**config.mk**
```make
export PLATFORM = sky130hd
export DESIGN_NAME = gzip_zlib_header_parser
export DESIGN_NICKNAME = d
export VERILOG_FILES = /design/src/hw/rtl/gzhp_pkg.sv /design/src/hw/rtl/gzhp_parse.sv /design/src/hw/rtl/gzip_zlib_header_parser.sv
export SDC_FILE = /design/constraint.sdc
export NUM_CORES = 1
export LEC_CHECK = 0
export ABC_AREA = 1
export BUFFER_PORTS_ARGS = -buffer_cell sky130_fd_sc_hd__clkbuf_2
export CAP_MARGIN = 25
export CELL_PAD_IN_SITES_DETAIL_PLACEMENT = 0
export CELL_PAD_IN_SITES_GLOBAL_PLACEMENT = 1
export CORE_MARGIN = 2
export CORE_UTILIZATION = 41
export DETAILED_ROUTE_END_ITERATION = 8
export GPL_TIMING_DRIVEN = 0
export HOLD_SLACK_MARGIN = 0.1
export PLACE_DENSITY_LB_ADDON = 0.1
export SLEW_MARGIN = 20
export SYNTH_ARGS = -nofsm -noshare
export SYNTH_HDL_FRONTEND = slang
export SYNTH_SLANG_ARGS = --single-unit
```
**constraint.sdc**
```tcl
create_clock -name clk -period 4.43 [get_ports clk]
set_input_delay 0.443 -clock clk [delete_from_list [all_inputs] [get_ports clk]]
set_output_delay 0.443 -clock clk [all_outputs]
set_load 0.005 [all_outputs]
```
**src/hw/rtl/gzhp_pkg.sv**
```systemverilog
`default_nettype none
package gzhp_pkg;

  typedef enum logic [3:0] {
    ST_MORE     = 4'd0,
    ST_DONE     = 4'd1,
    ST_CLEAN    = 4'd2,
    ST_TRUNC    = 4'd3,
    ST_MAGIC    = 4'd4,
    ST_METHOD   = 4'd5,
    ST_RESERVED = 4'd6,
    ST_HCRC     = 4'd7,
    ST_WINDOW   = 4'd8,
    ST_CHECK    = 4'd9,
    ST_DICT     = 4'd10,
    ST_IDLE     = 4'd11
  } status_t;

  localparam logic [7:0]  GZ_ID1       = 8'h1f;
  localparam logic [7:0]  GZ_ID2       = 8'h8b;
  localparam logic [7:0]  CM_DEFLATE   = 8'h08;
  localparam logic [3:0]  ZL_CM        = 4'h8;
  localparam logic [3:0]  ZL_CINFO_MAX = 4'h7;
  localparam logic [7:0]  FL_HCRC      = 8'h02;
  localparam logic [7:0]  FL_EXTRA     = 8'h04;
  localparam logic [7:0]  FL_NAME      = 8'h08;
  localparam logic [7:0]  FL_COMMENT   = 8'h10;
  localparam logic [7:0]  FL_RESERVED  = 8'he0;
  localparam logic [7:0]  ZL_FDICT     = 8'h20;
  localparam logic [3:0]  GZ_FIXED_LAST = 4'd9;
  localparam logic [31:0] CRC_POLY     = 32'hedb88320;

  // one byte of the reflected CRC-32, pre and post inverted
  function automatic logic [31:0] crc_step(input logic [31:0] crc, input logic [7:0] b);
    logic [31:0] c;
    c = ~crc ^ {24'd0, b};
    for (int k = 0; k < 8; k++) begin
      c = c[0] ? ((c >> 1) ^ CRC_POLY) : (c >> 1);
    end
    return ~c;
  endfunction

  // {cmf,flg} divisible by 31: 2^5 = 1 mod 31, so fold 5-bit digits
  function automatic logic fcheck_ok(input logic [7:0] cmf, input logic [7:0] flg);
    logic [15:0] v;
    logic [6:0]  s;
    logic [5:0]  t;
    v = {cmf, flg};
    s = {2'd0, v[4:0]} + {2'd0, v[9:5]} + {2'd0, v[14:10]} + {6'd0, v[15]};
    t = {1'b0, s[4:0]} + {4'd0, s[6:5]};
    return (t == 6'd0) || (t == 6'd31);
  endfunction

endpackage
`default_nettype wire

```
**src/hw/rtl/gzhp_parse.sv**
```systemverilog
`default_nettype none
module gzhp_parse (
  input  wire logic             clk,
  input  wire logic             rst_n,
  input  wire logic             fire,
  input  wire logic [7:0]       data_byte,
  input  wire logic             stream_end,
  input  wire logic             restart,
  input  wire logic             format_is_gzip,
  output gzhp_pkg::status_t     status
);

  typedef enum logic [2:0] {
    PH_FIXED   = 3'd0,
    PH_XLEN    = 3'd1,
    PH_EXTRA   = 3'd2,
    PH_NAME    = 3'd3,
    PH_COMMENT = 3'd4,
    PH_HCRC    = 3'd5,
    PH_IDLE    = 3'd6
  } phase_t;

  phase_t      phase_r, phase_nxt, e_phase;
  logic [3:0]  idx_r, idx_nxt, e_idx;
  logic [7:0]  flag_r, flag_nxt, e_flag;
  logic [7:0]  first_r, first_nxt, e_first;
  logic [15:0] extra_r, extra_nxt, e_extra, extra_dec;
  logic [31:0] crc_r, crc_nxt, e_crc, crc_upd;
  logic [7:0]  crc_low_r, crc_low_nxt, e_crc_low;

  function automatic phase_t next_section(input phase_t from, input logic [7:0] fl);
    if (from < PH_XLEN && (fl & gzhp_pkg::FL_EXTRA) != 8'd0) return PH_XLEN;
    if (from < PH_NAME && (fl & gzhp_pkg::FL_NAME) != 8'd0) return PH_NAME;
    if (from < PH_COMMENT && (fl & gzhp_pkg::FL_COMMENT) != 8'd0) return PH_COMMENT;
    if (from < PH_HCRC && (fl & gzhp_pkg::FL_HCRC) != 8'd0) return PH_HCRC;
    return PH_IDLE;
  endfunction

  always_comb begin
    if (restart) begin
      e_phase   = PH_FIXED;
      e_idx     = 4'd0;
      e_flag    = 8'd0;
      e_first   = 8'd0;
      e_extra   = 16'd0;
      e_crc     = 32'd0;
      e_crc_low = 8'd0;
    end else begin
      e_phase   = phase_r;
      e_idx     = idx_r;
      e_flag    = flag_r;
      e_first   = first_r;
      e_extra   = extra_r;
      e_crc     = crc_r;
      e_crc_low = crc_low_r;
    end
  end

  assign crc_upd   = gzhp_pkg::crc_step(e_crc, data_byte);
  assign extra_dec = e_extra - 16'd1;

  always_comb begin
    phase_nxt   = e_phase;
    idx_nxt     = e_idx;
    flag_nxt    = e_flag;
    first_nxt   = e_first;
    extra_nxt   = e_extra;
    crc_nxt     = e_crc;
    crc_low_nxt = e_crc_low;
    status      = gzhp_pkg::ST_MORE;
    if (stream_end) begin
      if (e_phase == PH_IDLE) status = gzhp_pkg::ST_IDLE;
      else if (e_phase == PH_FIXED && e_idx == 4'd0) status = gzhp_pkg::ST_CLEAN;
      else status = gzhp_pkg::ST_TRUNC;
      phase_nxt = PH_IDLE;
    end else begin
      case (e_phase)
        PH_FIXED: begin
          if (!format_is_gzip) begin
            if (e_idx == 4'd0) begin
              first_nxt = data_byte;
              idx_nxt   = 4'd1;
              if (data_byte[3:0] != gzhp_pkg::ZL_CM) begin
                status    = gzhp_pkg::ST_METHOD;
                phase_nxt = PH_IDLE;
              end else if (data_byte[7:4] > gzhp_pkg::ZL_CINFO_MAX) begin
                status    = gzhp_pkg::ST_WINDOW;
                phase_nxt = PH_IDLE;
              end
            end else begin
              phase_nxt = PH_IDLE;
              if (!gzhp_pkg::fcheck_ok(e_first, data_byte)) status = gzhp_pkg::ST_CHECK;
              else if ((data_byte & gzhp_pkg::ZL_FDICT) != 8'd0) status = gzhp_pkg::ST_DICT;
              else status = gzhp_pkg::ST_DONE;
            end
          end else begin
            crc_nxt = crc_upd;
            case (e_idx)
              4'd0: first_nxt = data_byte;
              4'd1: begin
                if (e_first != gzhp_pkg::GZ_ID1 || data_byte != gzhp_pkg::GZ_ID2) begin
                  status = gzhp_pkg::ST_MAGIC;
                end
              end
              4'd2: begin
                if (data_byte != gzhp_pkg::CM_DEFLATE) status = gzhp_pkg::ST_METHOD;
              end
              4'd3: begin
                flag_nxt = data_byte;
                if ((data_byte & gzhp_pkg::FL_RESERVED) != 8'd0) status = gzhp_pkg::ST_RESERVED;
              end
              default: ;
            endcase
            if (status != gzhp_pkg::ST_MORE) begin
              phase_nxt = PH_IDLE;
            end else if (e_idx >= gzhp_pkg::GZ_FIXED_LAST) begin
              idx_nxt   = 4'd0;
              phase_nxt = next_section(PH_FIXED, e_flag);
            end else begin
              idx_nxt = e_idx + 4'd1;
            end
          end
        end
        PH_XLEN: begin
          crc_nxt = crc_upd;
          if (e_idx == 4'd0) begin
            extra_nxt = {8'd0, data_byte};
            idx_nxt   = 4'd1;
          end else begin
            extra_nxt = {data_byte, e_extra[7:0]};
            idx_nxt   = 4'd0;
            if ({data_byte, e_extra[7:0]} == 16'd0) phase_nxt = next_section(PH_EXTRA, e_flag);
            else phase_nxt = PH_EXTRA;
          end
        end
        PH_EXTRA: begin
          crc_nxt   = crc_upd;
          extra_nxt = extra_dec;
          if (extra_dec == 16'd0) begin
            idx_nxt   = 4'd0;
            phase_nxt = next_section(PH_EXTRA, e_flag);
          end
        end
        PH_NAME, PH_COMMENT: begin
          crc_nxt = crc_upd;
          if (data_byte == 8'd0) begin
            idx_nxt   = 4'd0;
            phase_nxt = next_section(e_phase, e_flag);
          end
        end
        PH_HCRC: begin
          if (e_idx == 4'd0) begin
            crc_low_nxt = data_byte;
            idx_nxt     = 4'd1;
          end else begin
            phase_nxt = PH_IDLE;
            if ({data_byte, e_crc_low} != e_crc[15:0]) status = gzhp_pkg::ST_HCRC;
            else status = gzhp_pkg::ST_DONE;
          end
        end
        default: status = gzhp_pkg::ST_IDLE;
      endcase
      if (status == gzhp_pkg::ST_MORE && phase_nxt == PH_IDLE) status = gzhp_pkg::ST_DONE;
    end
  end

  always_ff @(posedge clk) begin
    if (!rst_n) begin
      phase_r   <= PH_FIXED;
      idx_r     <= 4'd0;
      flag_r    <= 8'd0;
      first_r   <= 8'd0;
      extra_r   <= 16'd0;
      crc_r     <= 32'd0;
      crc_low_r <= 8'd0;
    end else if (fire) begin
      phase_r   <= phase_nxt;
      idx_r     <= idx_nxt;
      flag_r    <= flag_nxt;
      first_r   <= first_nxt;
      extra_r   <= extra_nxt;
      crc_r     <= crc_nxt;
      crc_low_r <= crc_low_nxt;
    end
  end

endmodule
`default_nettype wire

```
**src/hw/rtl/gzip_zlib_header_parser.sv**
```systemverilog
`default_nettype none
// gzip / zlib header checker, one compressed byte per request. A request is
// captured in an input register, then its status is worked out combinationally
// (header state update plus one byte-wide CRC-32 step) and lands in the
// result register when that register is free or being read: the status passes
// through both registers, throughput one request per clock under no back-pressure.
// A new request is taken while a result waits, if the input register is empty.
// Status per request: 0 more, 1 header done, 2 clean end, 3 truncated,
// 4..10 errors (magic, method, reserved, hcrc, window, check, dict), 11 idle.
// After done, error or end of input the block answers idle until restart.
// Write cfg_format_is_gzip only while the block is empty.
module gzip_zlib_header_parser (
  input  wire logic       clk,
  input  wire logic       rst_n,
  input  wire logic       cfg_we,
  input  wire logic       cfg_format_is_gzip,
  input  wire logic       in_valid,
  output logic            in_ready,
  input  wire logic [7:0] in_data_byte,
  input  wire logic       in_stream_end,
  input  wire logic       in_restart,
  output logic            out_valid,
  input  wire logic       out_ready,
  output logic [3:0]      out_status,
  output logic            out_checksum_start
);

  logic              fmt_r;
  logic              in_valid_r;
  logic [7:0]        in_data_r;
  logic              in_eoi_r;
  logic              in_restart_r;
  logic              out_valid_r;
  logic [3:0]        out_status_r;
  logic              out_cks_r;
  logic              advance;
  gzhp_pkg::status_t status;

  assign advance   = in_valid_r && (!out_valid_r || out_ready);
  assign in_ready  = !in_valid_r || advance;
  assign out_valid = out_valid_r;
  assign out_status = out_status_r;
  assign out_checksum_start = out_cks_r;

  gzhp_parse u_parse (
    .clk            (clk),
    .rst_n          (rst_n),
    .fire           (advance),
    .data_byte      (in_data_r),
    .stream_end     (in_eoi_r),
    .restart        (in_restart_r),
    .format_is_gzip (fmt_r),
    .status         (status)
  );

  always_ff @(posedge clk) begin
    if (!rst_n) begin
      fmt_r       <= 1'b1;
      in_valid_r  <= 1'b0;
      out_valid_r <= 1'b0;
    end else begin
      if (cfg_we) fmt_r <= cfg_format_is_gzip;
      if (in_valid && in_ready) in_valid_r <= 1'b1;
      else if (advance) in_valid_r <= 1'b0;
      if (advance) out_valid_r <= 1'b1;
      else if (out_ready) out_valid_r <= 1'b0;
    end
  end

  always_ff @(posedge clk) begin
    if (in_valid && in_ready) begin
      in_data_r    <= in_data_byte;
      in_eoi_r     <= in_stream_end;
      in_restart_r <= in_restart;
    end
    if (advance) begin
      out_status_r <= status;
      out_cks_r    <= !fmt_r;
    end
  end

endmodule
`default_nettype wire
```
==> flow_metrics.env <==
export IMPL_hp_class="primary input to flop"
export IMPL_synth_ff_type="dfxtp_1"
export IMPL_r2r_slack_ps=220
export IMPL_slew_viol_final=0
export IMPL_via_count=8349
export IMPL_num_io_pins=23
export IMPL_synth_most_common_cell="nand2_1"
export IMPL_cts_max_level=3
export IMPL_criticalPathCategory="flop to flop"
export IMPL_start_kind="flop"
export IMPL_core_region_area_um2=18890
export IMPL_required_ps=4650
export IMPL_antenna_found_initial=0
export IMPL_hold_path_startpoint="in_data_byte[6]"
export IMPL_synth_avg_cell_area_um2=6.462
export IMPL_netlist_instances=1233
export IMPL_power_mw=2.497
export IMPL_antennaDiodeCount=0
export IMPL_power_density_nw_per_um2=283.1
export IMPL_synth_async_reset_ratio_pct=0
export IMPL_fin_crit_sh_pct=95.08
export IMPL_dp_cells=1514
export IMPL_syn_nets=1272
export IMPL_areaGrowthSynthToFinish_pct=10.69
export IMPL_hold_depth=1
export IMPL_fillCellCount=2040
export IMPL_ys_top_cells_by_count="nand2_1 (340), inv_1 (145), a21oi_1 (105), nor2_1 (96), dfxtp_1 (78)"
export IMPL_r2r_cells=26
export IMPL_postLayoutCoreUtil_pct=46.68
export IMPL_cap_violations=0
export IMPL_gp_congestion=0.9169
export IMPL_cts_buffer_depth=2
export IMPL_rows=50
export IMPL_ir_drop_mv=0.2106
export IMPL_wl_per_cell_um=19.10
export IMPL_numCtsBuffers=9
export IMPL_grt_use_total_pct=29.03
export IMPL_maxSlewHeadroom_pct=42.48
export IMPL_end_kind="flop"
export IMPL_synth_seq_cells=93
export IMPL_grt_max_degree=19
export IMPL_synth_cell_types=50
export IMPL_drcViolationCount=0
export IMPL_min_period_ps=4212
export IMPL_ys_seq_area_share_pct=25.25
export IMPL_leakage_nw=3.966
export IMPL_cts_tree="built"
export IMPL_fmax_ghz=0.2374
export IMPL_clock_sinks=93
export IMPL_die_width_um=143.4
export IMPL_dp_final_hpwl_mm=22.25
export IMPL_cp_max_fo=10
export IMPL_drt_iter0_markers=923
export IMPL_tightest_slew_ps=862.8
export IMPL_synth_top_area_share_pct=19.60
export IMPL_start_util_pct=42.17
export IMPL_clk_pin_slew_worst_paths_ps=70
export IMPL_dieHeight_um=143.4
export IMPL_run_status="finished, final reports clean"
export IMPL_first_global_vias=7639
export IMPL_drtAntennaViolNets=0
export IMPL_synth_area_leaders="dfxtp_1 (20%), nand2_1 (16%), inv_1 (6.8%)"
export IMPL_dieArea_um2=20570
export IMPL_drive_gt1_share_pct=12.09
export IMPL_grt_ovfl_total=0
export IMPL_hold_end="in_data_r[6]"
export IMPL_crit_arrival_ps=4430
export IMPL_skew_ps=12.53
export IMPL_reg2reg_to="out_status[0]"
export IMPL_hold_violations=0
export IMPL_synth_edf_count=15
export IMPL_wirelength_mm=29.31
export IMPL_grt_pass1_wl_mm=44.66
export IMPL_clock_latency_ps=360
export IMPL_final_nets=1308
export IMPL_final_cells=1534
export IMPL_r2r_start="in_restart_r"
export IMPL_cts_root_buf="clkbuf_16"
export IMPL_yosysWarnings=0
export IMPL_setup_viol=0
export IMPL_syn_area_um2=7968
export IMPL_avgViaCountPerCell=5.443
export IMPL_synth_largest_area_cell="dfxtp_1"
export IMPL_portBuffers=21
export IMPL_dr_pass1_iters=5
## registers in the layout (all words and copies together), names as in the netlist
name and cells:
u_parse.idx_r 4, u_parse.flag_r 4, out_checksum_start 1, in_data_r 8
out_valid 1, in_valid_r 1, out_status 4, u_parse.crc_r 32
u_parse.crc_low_r 8, fmt_r 1, in_restart_r 1, u_parse.extra_r 16
in_eoi_r 1, u_parse.first_r 8, u_parse.phase_r 3
## where the power goes
| group | total, mW | internal (mW) | switching (mW) | leakage, nW |
|---|---|---|---|---|
| sequential | 0.941 | 0.904 | 0.0378 | 0.782 |
| combinational | 0.791 | 0.262 | 0.529 | 3.05 |
| clock | 0.765 | 0.381 | 0.383 | 0.130 |
## critical path, cell delays in order, from the launching register on
cell and delay [ps]:
edfxtp_1 410, buf_12 180, inv_6 100, buf_12 110, buf_4 130, nand2_1 80, inv_2 90, ha_4 210
a21oi_1 110, nand2_1 70, xor2_1 140, ha_1 350, a21oi_2 160, xor2_1 90, ha_1 230, fa_1 360
inv_1 90, nand2_1 70, nand2_2 100, nand2_1 50, a21oi_1 120, nand3b_1 210, nand3_2 140, nand2_1 80
nor2_1 110, nand4_1 110, a21oi_2 140
## layer usage
layer | track usage (%) | wire (um)
met1 | 40.34 | 13480
met2 | 46.22 | 13280
met3 | 2.932 | 1619
met4 | 11.66 | 926
met5 | 0 | 0
## through the flow
stage	hold slack (ps)	setup TNS, ps	area (um2)	setup slack (ps)
after floorplan	443.4	0	7968	72.74
after global placement	452.4	-3261	8398	-1210
after detailed placement	456.3	-3167	8398	-1179
after CTS	250.1	0	8748	47.39
after global routing	246.9	-31.17	8820	-31.17
final	253.4	0	8820	217.8
## kinds of logic (layout without fill, tap and decap cells)
group | count (synthesis) | after routing | share of synthesized area [%]
AOI/OAI and AO/OA | 272 | 272 | 20.01
xor gates and xnor gates | 60 | 60 | 8.009
adders and majority gates | 23 | 23 | 3.989
buffers and inverters | 205 | 246 | 10.71
DFF | 93 | 93 | 25.25
and+or+nand+nor | 580 | 580 | 32.04
## placed cells by master (no fill, tap or decap), drive strengths merged, types with 5 or more instances in the layout
master  Yosys  routed
a21oi     106     106
a31oi      10      10
buf        17      23
clkbuf     27      56
clkinv      3       7
dfxtp      78      78
edfxtp     15      15
ha         19      19
inv       158     159
nand2     367     367
nand3      59      59
nand3b     11      11
nand4      12      12
nor2      109     109
nor3       14      14
o211ai     47      47
o21ai      75      75
o22ai      22      22
or2         5       5
xnor2      10      10
xor2       50      50
## area by class of cell
cell class	count	area [um2]	area share, %
flip-flops and latches	93	2012	22.81
well taps	260	325.3	3.688
multi-input cells	935	5172	58.65
clock buffers	10	229.0	2.596
repair buffers	28	161.4	1.830
plain buffers	41	271.5	3.078
clock inverters	6	38.79	0.4398
inverters	161	609.3	6.909
## how the worst max path moves through the flow
stage	start	end	slack [ps]	cells past startpoint
final	in_restart_r	out_status[0]	220	26
after global routing	in_restart_r	out_status[0]	-30	26
after CTS	in_restart_r	out_status[0]	50	25
after detailed placement	in_restart_r	out_status[0]	-1180	25
after global placement	in_restart_r	out_status[0]	-1210	27
after floorplan	in_restart_r	out_status[0]	70	25
## repair_timing
item,in CTS,in global routing
hold buffers,0,0
pin swaps,3,7
resized for setup,15,19
endpoints found under the setup margin,3,3
buffers inserted,6,1
hold endpoints to repair,0,0
(Power assumes the default switching activity.)
